==> config.mk <==
export PLATFORM = sky130hd
export DESIGN_NAME = deadline_timer_table_top
export DESIGN_NICKNAME = d
export VERILOG_FILES = /design/src/hw/rtl/tdt_pkg.sv /design/src/hw/rtl/tdt_alu.sv /design/src/hw/rtl/tdt_store.sv /design/src/hw/rtl/tdt_seq.sv /design/src/hw/rtl/deadline_timer_table_top.sv
export SDC_FILE = /design/constraint.sdc
export NUM_CORES = 2
export LEC_CHECK = 0
export BUFFER_PORTS_ARGS = -buffer_cell sky130_fd_sc_hd__buf_4
export CORE_MARGIN = 2
export CORE_UTILIZATION = 60
export CTS_CLUSTER_DIAMETER = 200
export DETAILED_ROUTE_END_ITERATION = 8
export PLACE_DENSITY = 0.77
export RECOVER_POWER = 50
export SETUP_SLACK_MARGIN = 0.02
export SLEW_MARGIN = 20
export SYNTH_ARGS = -nofsm -noshare
export SYNTH_HDL_FRONTEND = slang
export SYNTH_HIERARCHICAL = 1
export SYNTH_SLANG_ARGS = --single-unit
export TNS_END_PERCENT = 30
==> constraint.sdc <==
create_clock -name clk_i -period 12 [get_ports clk_i]
set_clock_uncertainty 0.1 [all_clocks]
set_input_delay 1.2 -clock clk_i [delete_from_list [all_inputs] [get_ports clk_i]]
set_output_delay 1.2 -clock clk_i [all_outputs]
set_load 0.02 [all_outputs]
==> src/hw/rtl/tdt_pkg.sv <==
// Shared types and constants for the deadline timer table.
// Used by every module of the block but tdt_alu, and by its checker; depends on nothing.
package tdt_pkg;

  localparam int unsigned DefaultSlots = 16;
  localparam logic [31:0] DefaultWindowMs = 32'd3600000;

  typedef enum logic [2:0] {
    CmdAdd     = 3'd0,
    CmdCancel  = 3'd1,
    CmdRefresh = 3'd2,
    CmdReset   = 3'd3,
    CmdExpire  = 3'd4,
    CmdQuery   = 3'd5
  } cmd_e;

  typedef enum logic [1:0] {
    StOk       = 2'd0,
    StNotFound = 2'd1,
    StFull     = 2'd2,
    StNone     = 2'd3
  } status_e;

  typedef struct packed {
    logic dl_we;
    logic iv_we;
  } wr_t;

endpackage

==> src/hw/rtl/tdt_alu.sv <==
// Shared 64-bit adder and subtractor with an unsigned less-than flag.
// Depends on nothing; driven by the sequencer in tdt_seq.
module tdt_alu (
  input  logic [63:0] a_i,
  input  logic [63:0] b_i,
  input  logic        sub_i,
  output logic [63:0] sum_o,
  output logic        lt_o
);

  logic [64:0] res;

  always_comb begin
    if (sub_i) begin
      res = {1'b0, a_i} - {1'b0, b_i};
    end else begin
      res = {1'b0, a_i} + {1'b0, b_i};
    end
  end

  assign sum_o = res[63:0];
  assign lt_o  = sub_i & res[64];

endmodule

==> src/hw/rtl/tdt_store.sv <==
// Deadline and interval memories of the timer slots, one write and one read port.
// Depends on tdt_pkg for the write control struct.
module tdt_store #(
  parameter int unsigned Slots = tdt_pkg::DefaultSlots,
  localparam int unsigned IdxW = $clog2(Slots)
) (
  input  logic            clk_i,
  input  logic            rst_ni,
  input  logic [IdxW-1:0] rd_addr_i,
  input  tdt_pkg::wr_t    wr_i,
  input  logic [IdxW-1:0] wr_addr_i,
  input  logic [63:0]     wr_dl_i,
  input  logic [63:0]     wr_iv_i,
  output logic [63:0]     rd_dl_o,
  output logic [63:0]     rd_iv_o
);
  import tdt_pkg::*;

  logic [63:0] dl_mem [Slots];
  logic [63:0] iv_mem [Slots];
  logic [Slots-1:0] iv_known_q;
  logic        iv_known_rd_q;
  logic [63:0] iv_raw_q;

  always_ff @(posedge clk_i) begin
    if (wr_i.dl_we) begin
      dl_mem[wr_addr_i] <= wr_dl_i;
    end
    if (wr_i.iv_we) begin
      iv_mem[wr_addr_i] <= wr_iv_i;
    end
    rd_dl_o  <= dl_mem[rd_addr_i];
    iv_raw_q <= iv_mem[rd_addr_i];
  end

  always_ff @(posedge clk_i or negedge rst_ni) begin
    if (!rst_ni) begin
      iv_known_q    <= '0;
      iv_known_rd_q <= 1'b0;
    end else begin
      if (wr_i.iv_we) begin
        iv_known_q[wr_addr_i] <= 1'b1;
      end
      iv_known_rd_q <= iv_known_q[rd_addr_i];
    end
  end

  assign rd_iv_o = iv_known_rd_q ? iv_raw_q : '0;

endmodule

==> src/hw/rtl/tdt_seq.sv <==
// Command sequencer of the timer table: slot scans, active marks and results.
// Depends on tdt_pkg, the shared unit tdt_alu and the memories in tdt_store.
module tdt_seq #(
  parameter int unsigned Slots = tdt_pkg::DefaultSlots,
  localparam int unsigned IdxW = $clog2(Slots)
) (
  input  logic             clk_i,
  input  logic             rst_ni,
  input  logic             start,
  output logic             busy,
  input  logic [2:0]       command_i,
  input  logic [3:0]       slot_i,
  input  logic [63:0]      now_ms_i,
  input  logic [63:0]      period_ms_i,
  input  logic             repeat_req_i,
  input  logic             from_now_i,
  input  logic             cfg_valid_i,
  output logic             cfg_ready_o,
  input  logic [31:0]      cfg_data_i,
  output logic [IdxW-1:0]  rd_addr_o,
  output tdt_pkg::wr_t     wr_o,
  output logic [IdxW-1:0]  wr_addr_o,
  output logic [63:0]      wr_dl_o,
  output logic [63:0]      wr_iv_o,
  input  logic [63:0]      rd_dl_i,
  input  logic [63:0]      rd_iv_i,
  output logic [63:0]      alu_a_o,
  output logic [63:0]      alu_b_o,
  output logic             alu_sub_o,
  input  logic [63:0]      alu_sum_i,
  input  logic             alu_lt_i,
  output logic             result_valid_o,
  output logic [3:0]       slot_id_o,
  output logic [1:0]       status_o,
  output logic             earliest_o,
  output logic [63:0]      delay_ms_o,
  output logic             any_active_o,
  output logic             last_o
);
  import tdt_pkg::*;

  localparam int unsigned CntW = $clog2(Slots + 1);

  typedef enum logic [3:0] {
    SIdle, SDisp, SScan, SAddWr, SFront, SRd, SChk, SNewDl,
    SRoll1, SRoll2, SFired, SExpRd, SExpUpd, SQres, SResp
  } state_e;

  state_e          state_q, scan_next_q;
  cmd_e            cmd_q;
  logic [IdxW-1:0] tgt_q, pidx_q, best_idx_q, free_idx_q;
  logic            inrange_q, rep_req_q, fnow_q;
  logic [63:0]     now_q, period_q, prev_q, best_dl_q, tmp_q, r_delay_q;
  logic [31:0]     window_q;
  logic [Slots-1:0] active_q, rep_q, fire_q, mask_q;
  logic [CntW-1:0] cnt_q;
  logic            pv_q, best_v_q, free_v_q, roll_q, fire_mode_q, final_any_q;
  logic [3:0]      r_slot_q;
  status_e         r_status_q;
  logic            r_front_q, r_last_q;
  logic [IdxW-1:0] cnt_idx;
  logic            cnt_end;

  assign busy        = (state_q != SIdle);
  assign cfg_ready_o = 1'b1;
  assign cnt_idx     = cnt_q[IdxW-1:0];
  assign cnt_end     = (cnt_q == CntW'(Slots));

  always_comb begin
    case (state_q)
      SScan:   rd_addr_o = cnt_idx;
      SExpRd:  rd_addr_o = best_idx_q;
      default: rd_addr_o = tgt_q;
    endcase
  end

  always_comb begin
    alu_a_o   = '0;
    alu_b_o   = '0;
    alu_sub_o = 1'b0;
    wr_o      = '0;
    wr_addr_o = tgt_q;
    wr_dl_o   = alu_sum_i;
    wr_iv_o   = period_q;
    case (state_q)
      SScan: begin
        alu_sub_o = 1'b1;
        if (fire_mode_q) begin
          alu_a_o = now_q;
          alu_b_o = rd_dl_i;
        end else begin
          alu_a_o = rd_dl_i;
          alu_b_o = best_dl_q;
        end
      end
      SRoll1: begin
        alu_a_o   = prev_q;
        alu_b_o   = now_q;
        alu_sub_o = 1'b1;
      end
      SRoll2: begin
        alu_a_o   = {32'b0, window_q};
        alu_b_o   = tmp_q;
        alu_sub_o = 1'b1;
      end
      SAddWr: begin
        alu_a_o    = now_q;
        alu_b_o    = period_q;
        wr_o.dl_we = free_v_q;
        wr_o.iv_we = free_v_q;
        wr_addr_o  = free_idx_q;
      end
      SFront: begin
        alu_a_o   = best_dl_q;
        alu_b_o   = tmp_q;
        alu_sub_o = 1'b1;
      end
      SChk: begin
        if (cmd_q == CmdRefresh) begin
          alu_a_o    = now_q;
          alu_b_o    = rd_iv_i;
          wr_o.dl_we = 1'b1;
        end else begin
          alu_a_o   = rd_dl_i;
          alu_b_o   = rd_iv_i;
          alu_sub_o = 1'b1;
        end
      end
      SNewDl: begin
        alu_a_o    = tmp_q;
        alu_b_o    = period_q;
        wr_o.dl_we = 1'b1;
        wr_o.iv_we = 1'b1;
      end
      SExpUpd: begin
        alu_a_o    = now_q;
        alu_b_o    = rd_iv_i;
        wr_o.dl_we = rep_q[best_idx_q];
        wr_addr_o  = best_idx_q;
      end
      SQres: begin
        alu_a_o   = best_dl_q;
        alu_b_o   = now_q;
        alu_sub_o = 1'b1;
      end
      default: begin
      end
    endcase
  end

  always_ff @(posedge clk_i or negedge rst_ni) begin
    if (!rst_ni) begin
      state_q        <= SIdle;
      scan_next_q    <= SIdle;
      cmd_q          <= CmdAdd;
      tgt_q          <= '0;
      pidx_q         <= '0;
      best_idx_q     <= '0;
      free_idx_q     <= '0;
      inrange_q      <= 1'b0;
      rep_req_q      <= 1'b0;
      fnow_q         <= 1'b0;
      now_q          <= '0;
      period_q       <= '0;
      prev_q         <= '0;
      best_dl_q      <= '0;
      tmp_q          <= '0;
      r_delay_q      <= '0;
      window_q       <= DefaultWindowMs;
      active_q       <= '0;
      rep_q          <= '0;
      fire_q         <= '0;
      mask_q         <= '0;
      cnt_q          <= '0;
      pv_q           <= 1'b0;
      best_v_q       <= 1'b0;
      free_v_q       <= 1'b0;
      roll_q         <= 1'b0;
      fire_mode_q    <= 1'b0;
      final_any_q    <= 1'b0;
      r_slot_q       <= '0;
      r_status_q     <= StOk;
      r_front_q      <= 1'b0;
      r_last_q       <= 1'b1;
      result_valid_o <= 1'b0;
      slot_id_o      <= '0;
      status_o       <= '0;
      earliest_o     <= 1'b0;
      delay_ms_o     <= '0;
      any_active_o   <= 1'b0;
      last_o         <= 1'b0;
    end else begin
      result_valid_o <= (state_q == SResp);
      if (cfg_valid_i) begin
        window_q <= cfg_data_i;
      end
      case (state_q)
        SIdle: begin
          if (start) begin
            cmd_q      <= cmd_e'(command_i);
            tgt_q      <= IdxW'(slot_i);
            inrange_q  <= (32'(slot_i) < 32'(Slots));
            now_q      <= now_ms_i;
            period_q   <= period_ms_i;
            rep_req_q  <= repeat_req_i;
            fnow_q     <= from_now_i;
            r_slot_q   <= '0;
            r_status_q <= StOk;
            r_front_q  <= 1'b0;
            r_delay_q  <= '0;
            r_last_q   <= 1'b1;
            state_q    <= SDisp;
          end
        end
        SDisp: begin
          case (cmd_q)
            CmdAdd, CmdQuery: begin
              cnt_q       <= '0;
              pv_q        <= 1'b0;
              best_v_q    <= 1'b0;
              free_v_q    <= 1'b0;
              fire_mode_q <= 1'b0;
              mask_q      <= active_q;
              scan_next_q <= (cmd_q == CmdAdd) ? SAddWr : SQres;
              state_q     <= SScan;
            end
            CmdCancel, CmdRefresh: begin
              if (!inrange_q || !active_q[tgt_q]) begin
                r_status_q <= StNotFound;
                state_q    <= SResp;
              end else if (cmd_q == CmdCancel) begin
                active_q[tgt_q] <= 1'b0;
                state_q         <= SResp;
              end else begin
                state_q <= SRd;
              end
            end
            CmdReset: begin
              if (!inrange_q) begin
                r_status_q <= StNotFound;
                state_q    <= SResp;
              end else begin
                state_q <= SRd;
              end
            end
            CmdExpire: begin
              if (active_q == '0) begin
                r_status_q  <= StNone;
                final_any_q <= 1'b0;
                state_q     <= SResp;
              end else begin
                state_q <= SRoll1;
              end
            end
            default: begin
              r_status_q <= StNotFound;
              state_q    <= SResp;
            end
          endcase
        end
        SScan: begin
          if (!cnt_end) begin
            pv_q   <= 1'b1;
            pidx_q <= cnt_idx;
            cnt_q  <= cnt_q + CntW'(1);
            if (!free_v_q && !active_q[cnt_idx]) begin
              free_v_q   <= 1'b1;
              free_idx_q <= cnt_idx;
            end
          end else begin
            pv_q <= 1'b0;
          end
          if (pv_q) begin
            if (fire_mode_q) begin
              fire_q[pidx_q] <= active_q[pidx_q] && (roll_q || !alu_lt_i);
            end else if (mask_q[pidx_q] && (!best_v_q || alu_lt_i)) begin
              best_v_q   <= 1'b1;
              best_idx_q <= pidx_q;
              best_dl_q  <= rd_dl_i;
            end
          end
          if (cnt_end && !pv_q) begin
            state_q <= scan_next_q;
          end
        end
        SAddWr: begin
          if (!free_v_q) begin
            r_status_q <= StFull;
            state_q    <= SResp;
          end else begin
            active_q[free_idx_q] <= 1'b1;
            rep_q[free_idx_q]    <= rep_req_q;
            tmp_q                <= alu_sum_i;
            tgt_q                <= free_idx_q;
            r_slot_q             <= 4'(free_idx_q);
            state_q              <= SFront;
          end
        end
        SFront: begin
          r_front_q <= !best_v_q ||
                       !(alu_lt_i || ((alu_sum_i == '0) && (best_idx_q < tgt_q)));
          state_q   <= SResp;
        end
        SRd: begin
          state_q <= SChk;
        end
        SChk: begin
          if (cmd_q == CmdRefresh) begin
            state_q <= SResp;
          end else if ((rd_iv_i == period_q) && !fnow_q) begin
            state_q <= SResp;
          end else if (!active_q[tgt_q]) begin
            r_status_q <= StNotFound;
            state_q    <= SResp;
          end else begin
            tmp_q   <= fnow_q ? now_q : alu_sum_i;
            state_q <= SNewDl;
          end
        end
        SNewDl: begin
          tmp_q       <= alu_sum_i;
          cnt_q       <= '0;
          pv_q        <= 1'b0;
          best_v_q    <= 1'b0;
          free_v_q    <= 1'b0;
          fire_mode_q <= 1'b0;
          mask_q      <= active_q & ~(Slots'(1) << tgt_q);
          scan_next_q <= SFront;
          state_q     <= SScan;
        end
        SRoll1: begin
          tmp_q   <= alu_sum_i;
          roll_q  <= !alu_lt_i && (alu_sum_i != '0);
          state_q <= SRoll2;
        end
        SRoll2: begin
          roll_q      <= roll_q && alu_lt_i;
          prev_q      <= now_q;
          fire_q      <= '0;
          cnt_q       <= '0;
          pv_q        <= 1'b0;
          free_v_q    <= 1'b0;
          fire_mode_q <= 1'b1;
          scan_next_q <= SFired;
          state_q     <= SScan;
        end
        SFired: begin
          if (fire_q == '0) begin
            r_status_q  <= StNone;
            final_any_q <= |active_q;
            state_q     <= SResp;
          end else begin
            final_any_q <= |(active_q & ~(fire_q & ~rep_q));
            cnt_q       <= '0;
            pv_q        <= 1'b0;
            best_v_q    <= 1'b0;
            free_v_q    <= 1'b0;
            fire_mode_q <= 1'b0;
            mask_q      <= fire_q;
            scan_next_q <= SExpRd;
            state_q     <= SScan;
          end
        end
        SExpRd: begin
          state_q <= SExpUpd;
        end
        SExpUpd: begin
          if (!rep_q[best_idx_q]) begin
            active_q[best_idx_q] <= 1'b0;
          end
          fire_q[best_idx_q] <= 1'b0;
          r_slot_q           <= 4'(best_idx_q);
          r_last_q           <= ((fire_q & ~(Slots'(1) << best_idx_q)) == '0);
          state_q            <= SResp;
        end
        SQres: begin
          if (!best_v_q) begin
            r_delay_q <= '1;
          end else if (alu_lt_i || (alu_sum_i == '0)) begin
            r_delay_q <= '0;
          end else begin
            r_delay_q <= alu_sum_i;
          end
          state_q <= SResp;
        end
        SResp: begin
          slot_id_o      <= r_slot_q;
          status_o       <= r_status_q;
          earliest_o     <= r_front_q;
          delay_ms_o     <= r_delay_q;
          last_o         <= r_last_q;
          any_active_o   <= (cmd_q == CmdExpire) ? final_any_q : |active_q;
          if (!r_last_q) begin
            cnt_q       <= '0;
            pv_q        <= 1'b0;
            best_v_q    <= 1'b0;
            free_v_q    <= 1'b0;
            fire_mode_q <= 1'b0;
            mask_q      <= fire_q;
            scan_next_q <= SExpRd;
            state_q     <= SScan;
          end else begin
            state_q <= SIdle;
          end
        end
        default: begin
          state_q <= SIdle;
        end
      endcase
    end
  end

endmodule

==> src/hw/rtl/deadline_timer_table_top.sv <==
// Top level of the deadline timer table: sequencer, shared adder and slot memories.
// Depends on tdt_pkg, tdt_alu, tdt_store and tdt_seq.
//
// A command is taken when start is high and busy is low; busy then stays high until its
// last result has been issued. Each result appears for a single cycle with result_valid_o
// high and must be captured then, as the block cannot be held off. Cancel, refresh,
// unknown commands, expire on an empty table and resets that leave the deadline alone
// answer without a scan of the slots; query, add and a reset that moves the deadline
// scan once, and expire scans once when nothing is due, otherwise twice to its first
// result and once more to each further one. Every scan walks the slots through the
// single read port of the deadline memory, one slot per cycle, and all deadline
// arithmetic shares the one 64-bit adder.
module deadline_timer_table_top #(
  parameter int unsigned Slots = tdt_pkg::DefaultSlots
) (
  input  logic        clk_i,
  input  logic        rst_ni,
  input  logic        start,
  output logic        busy,
  input  logic [2:0]  command_i,
  input  logic [3:0]  slot_i,
  input  logic [63:0] now_ms_i,
  input  logic [63:0] period_ms_i,
  input  logic        repeat_req_i,
  input  logic        from_now_i,
  input  logic        cfg_valid_i,
  output logic        cfg_ready_o,
  input  logic [31:0] cfg_data_i,
  output logic        result_valid_o,
  output logic [3:0]  slot_id_o,
  output logic [1:0]  status_o,
  output logic        earliest_o,
  output logic [63:0] delay_ms_o,
  output logic        any_active_o,
  output logic        last_o
);
  import tdt_pkg::*;

  localparam int unsigned IdxW = $clog2(Slots);

  logic [IdxW-1:0] rd_addr, wr_addr;
  wr_t             wr;
  logic [63:0]     wr_dl, wr_iv, rd_dl, rd_iv;
  logic [63:0]     alu_a, alu_b, alu_sum;
  logic            alu_sub, alu_lt;

  tdt_alu u_alu (
    .a_i   (alu_a),
    .b_i   (alu_b),
    .sub_i (alu_sub),
    .sum_o (alu_sum),
    .lt_o  (alu_lt)
  );

  tdt_store #(.Slots(Slots)) u_store (
    .clk_i     (clk_i),
    .rst_ni    (rst_ni),
    .rd_addr_i (rd_addr),
    .wr_i      (wr),
    .wr_addr_i (wr_addr),
    .wr_dl_i   (wr_dl),
    .wr_iv_i   (wr_iv),
    .rd_dl_o   (rd_dl),
    .rd_iv_o   (rd_iv)
  );

  tdt_seq #(.Slots(Slots)) u_seq (
    .clk_i          (clk_i),
    .rst_ni         (rst_ni),
    .start          (start),
    .busy           (busy),
    .command_i      (command_i),
    .slot_i         (slot_i),
    .now_ms_i       (now_ms_i),
    .period_ms_i    (period_ms_i),
    .repeat_req_i   (repeat_req_i),
    .from_now_i     (from_now_i),
    .cfg_valid_i    (cfg_valid_i),
    .cfg_ready_o    (cfg_ready_o),
    .cfg_data_i     (cfg_data_i),
    .rd_addr_o      (rd_addr),
    .wr_o           (wr),
    .wr_addr_o      (wr_addr),
    .wr_dl_o        (wr_dl),
    .wr_iv_o        (wr_iv),
    .rd_dl_i        (rd_dl),
    .rd_iv_i        (rd_iv),
    .alu_a_o        (alu_a),
    .alu_b_o        (alu_b),
    .alu_sub_o      (alu_sub),
    .alu_sum_i      (alu_sum),
    .alu_lt_i       (alu_lt),
    .result_valid_o (result_valid_o),
    .slot_id_o      (slot_id_o),
    .status_o       (status_o),
    .earliest_o     (earliest_o),
    .delay_ms_o     (delay_ms_o),
    .any_active_o   (any_active_o),
    .last_o         (last_o)
  );

endmodule

==> impl_metrics.yaml <==
run_status:
  status: "finished, violations left"
  violations: "design-rule violations, max-capacitance violations, max-slew violations"
layout:
  fillCellCount: 12615
  nets: 8074
  finalInstanceArea_mm2: 0.132
  drive_gt1_frac: 0.239
  area_growth_pct: 12.1
drt:
  wl_per_cell_um: 35.6
  postRouteAntennaNets: 0
  routed_wl_um: 381000
  first_pass_iters: 9
  vias_per_cell: 6.98
  via_count: 74617
  drc: 1
  drt_iter0_markers: 11444
worst_setup_path:
  cp_slowest_stage_delay_ns: 1.93
  endpoint_kind: "flop"
  worstSetupPathType: "reg2reg"
  crit_family: "simple AND/OR/NAND/NOR gates"
  arrival_ns: 12.39
  worst_path_max_delay_cell: "nor2_1"
  worstSetupStartpointType: "flop"
  required_ns: 12.68
  path_cells: "inv_1 > nand2_1 > nor2_1 > clkbuf_1 > buf_4 > a222oi_1 > nand3_1 > ha_1 > a21oi_1 > o21a_1 > o31ai_1 > a221o_1 > a211oi_1 > o21ai_1 > a311oi_1 > xnor2_2 > nor4_1 > nand4_1 > nor4_1 > nor2_4 > buf_12 > a21oi_1 > o21ai_0"
  cp_max_fo: 64
  cp.buffers_inverters: 4
synth:
  yosysTopAreaCell: "edfxtp_1"
  yosysWarnings: 6
  synth.distinct_cells: 90
  yosysMostFrequentCell: "edfxtp_1"
  syn_nets: 7798
  netlist_instances: 7554
  synth-main-ff-cell: "edfxtp_1"
  avgSynthCellArea_um2: 15.6
  seq_area_frac_synth: 0.674
  synth_edf_count: 2048
  post_synth_instance_area_mm2: 0.118
  async_flop_share: 0.222
  synth-seq-cells: 2796
  synthTopCellsByCount: "edfxtp_1, nand2_1, dfrtp_1, mux4_2, mux2_2"
  synth_top_area_frac: 0.521
  synthTopCellsByArea: "edfxtp_1, dfrtp_1, mux4_2"
clock_network:
  cts_resized: 0
  cts.path.max_buffers: 4
  cts_buffers: 298
  ctsHoldBuffers: 0
  clk_latency_ns: 1.01
  cts.sinks: 2796
  cts_tree: "built"
  clockRootBuffer: "clkbuf_16"
  htree_levels: 5
  cts.clk_slew.worst_paths_ns: 0.06
  cts_setup_buffers: 0
sta:
  timing.fmax_mhz: 85.4
  hold_ws_ns: 0.331
  setup_tns_ns: 0
  min_period_ns: 11.72
  rsz0062_at_grt: "no"
  drv_slew: 1701
  hold_violations: 0
  finalSetupViolations: 0
  finalCritPeriodShare: 0.976
  worstMarginPinSlew_ns: 5.40
  slew-limit-headroom: -2.60
global_routing:
  grtUsageTotal: 0.382
  grt_pass1_wl_um: 539000
  grt_max_degree: 127
  overflow: 0
  antenna_found_initial: 21
  grt_pass1_vias: 74517
placed_design:
  gp_congestion: 1.02
  port_buffers: 247
  place_area_mm2: 0.123
  dp_hpwl_um: 232000
hold_path:
  hold_path.class: "in2reg"
floorplanning:
  coreArea_mm2: 0.195
  fp.dieH_um: 448
  io_pins: 249
  die_w_um: 448
  initial_core_util: 0.605
  std_cell_rows: 162
  die_area_mm2: 0.200
flow_run:
  max-cap-violations: 53
[layer usage]
layer / track usage / share of wire
met5: 0 / 0.00014
met2: 0.587 / 0.46
met4: 0.235 / 0.074
met3: 0.0905 / 0.12
met1: 0.496 / 0.34
[sequential cells by signal, summed over array words and instances (netlist names), 32 cells and up]
signal            count
u_seq/best_dl_q      64
u_seq/delay_ms_o     64
u_seq/now_q          64
u_seq/prev_q         64
u_seq/r_delay_q      64
u_seq/tmp_q          64
u_seq/window_q       32
u_seq/wr_iv_o        64
u_store/dl_mem     1024
u_store/iv_mem     1024
u_store/iv_raw_q     64
u_store/rd_dl_o      64
[per-stage QoR]
step,setup WS [ns],std cells,util
final,0.284,10687,0.678
after global routing,0.290,10682,0.678
after CTS,1.45,10677,0.682
after detailed placement,1.57,10153,0.632
after global placement,1.59,10153,0.632
after floorplan,4.79,7554,-
[kinds of logic (layout without fill, tap and decap cells)]
group                    Yosys count  after routing  share of synthesized area
AO/OA/AOI/OAI                   1098           1098                     0.0646
XOR/XNOR                         173            173                     0.0128
adder cells (fa/ha/maj)           71             71                    0.00758
buffers and inverters            588           1088                     0.0235
flip-flops                      2796           2796                      0.674
multiplexers                    1059           1059                      0.150
other                              1             10                  0.0000317
AND/OR/NAND/NOR                 1768           1768                     0.0679
[cell usage in the layout, fill, tap and decap left out, types with 18 or more instances in the layout]
cell type | netlist | routed
edfxtp_1 | 2048 | 2048
nand2_1 | 905 | 902
dfrtp_1 | 608 | 607
mux4_2 | 497 | 497
mux2_2 | 462 | 457
buf_4 | 85 | 327
clkbuf_16 | 0 | 305
a22oi_1 | 244 | 244
nand3_1 | 235 | 233
a21oi_1 | 221 | 220
nor2_1 | 233 | 219
clkbuf_1 | 298 | 211
o21ai_0 | 208 | 208
dfxtp_1 | 128 | 128
a222oi_1 | 97 | 97
xnor2_1 | 103 | 86
inv_1 | 76 | 76
xor2_1 | 70 | 70
ha_1 | 70 | 70
and2_1 | 71 | 67
nor2b_1 | 66 | 60
mux2_4 | 60 | 60
clkinv_2 | 0 | 48
a31oi_1 | 45 | 44
nor4_1 | 45 | 43
nand2b_1 | 46 | 43
nor3_1 | 41 | 39
nand4_1 | 39 | 39
mux2i_1 | 38 | 38
a221o_1 | 40 | 36
clkbuf_8 | 0 | 34
o221ai_1 | 33 | 33
bufinv_16 | 0 | 32
a21o_1 | 27 | 27
or2_2 | 27 | 27
o22a_1 | 25 | 25
o211ai_1 | 21 | 21
clkinv_1 | 2 | 20
o21bai_1 | 18 | 18
[layout make-up]
class	count	area (um^2)	share of cell area
inverter	79	297	0.00224
tap	2624	3280	0.0248
multi-input combinational	4170	36200	0.273
antenna	9	22.5	0.000170
timing repair buffer	485	3210	0.0243
clock buffer	403	8340	0.0630
clock inverter	121	1460	0.0110
sequential	2796	79600	0.601
[worst paths after layout]
| kind | slack, ns | endpoint | start | cells after the start |
|---|---|---|---|---|
| min in group asynchronous | 2.10 | u_seq/wr_iv_o[52] | rst_ni | 1 |
| max in group asynchronous | 2.99 | u_seq/best_dl_q[48] | rst_ni | 3 |
| worst max-delay path | 0.28 | u_seq/r_delay_q[11] | u_seq/state_q[3] | 23 |
| worst max register to register | 0.28 | u_seq/r_delay_q[11] | u_seq/state_q[3] | 23 |
| worst min register to register | 0.36 | u_store/iv_known_q[14] | u_store/iv_known_q[14] | 1 |
| worst min-delay path | 0.33 | u_seq/window_q[17] | cfg_data_i[17] | 2 |
Power is not shown: default switching activity piles up to over one toggle a cycle in this logic, so the estimate is an artifact.
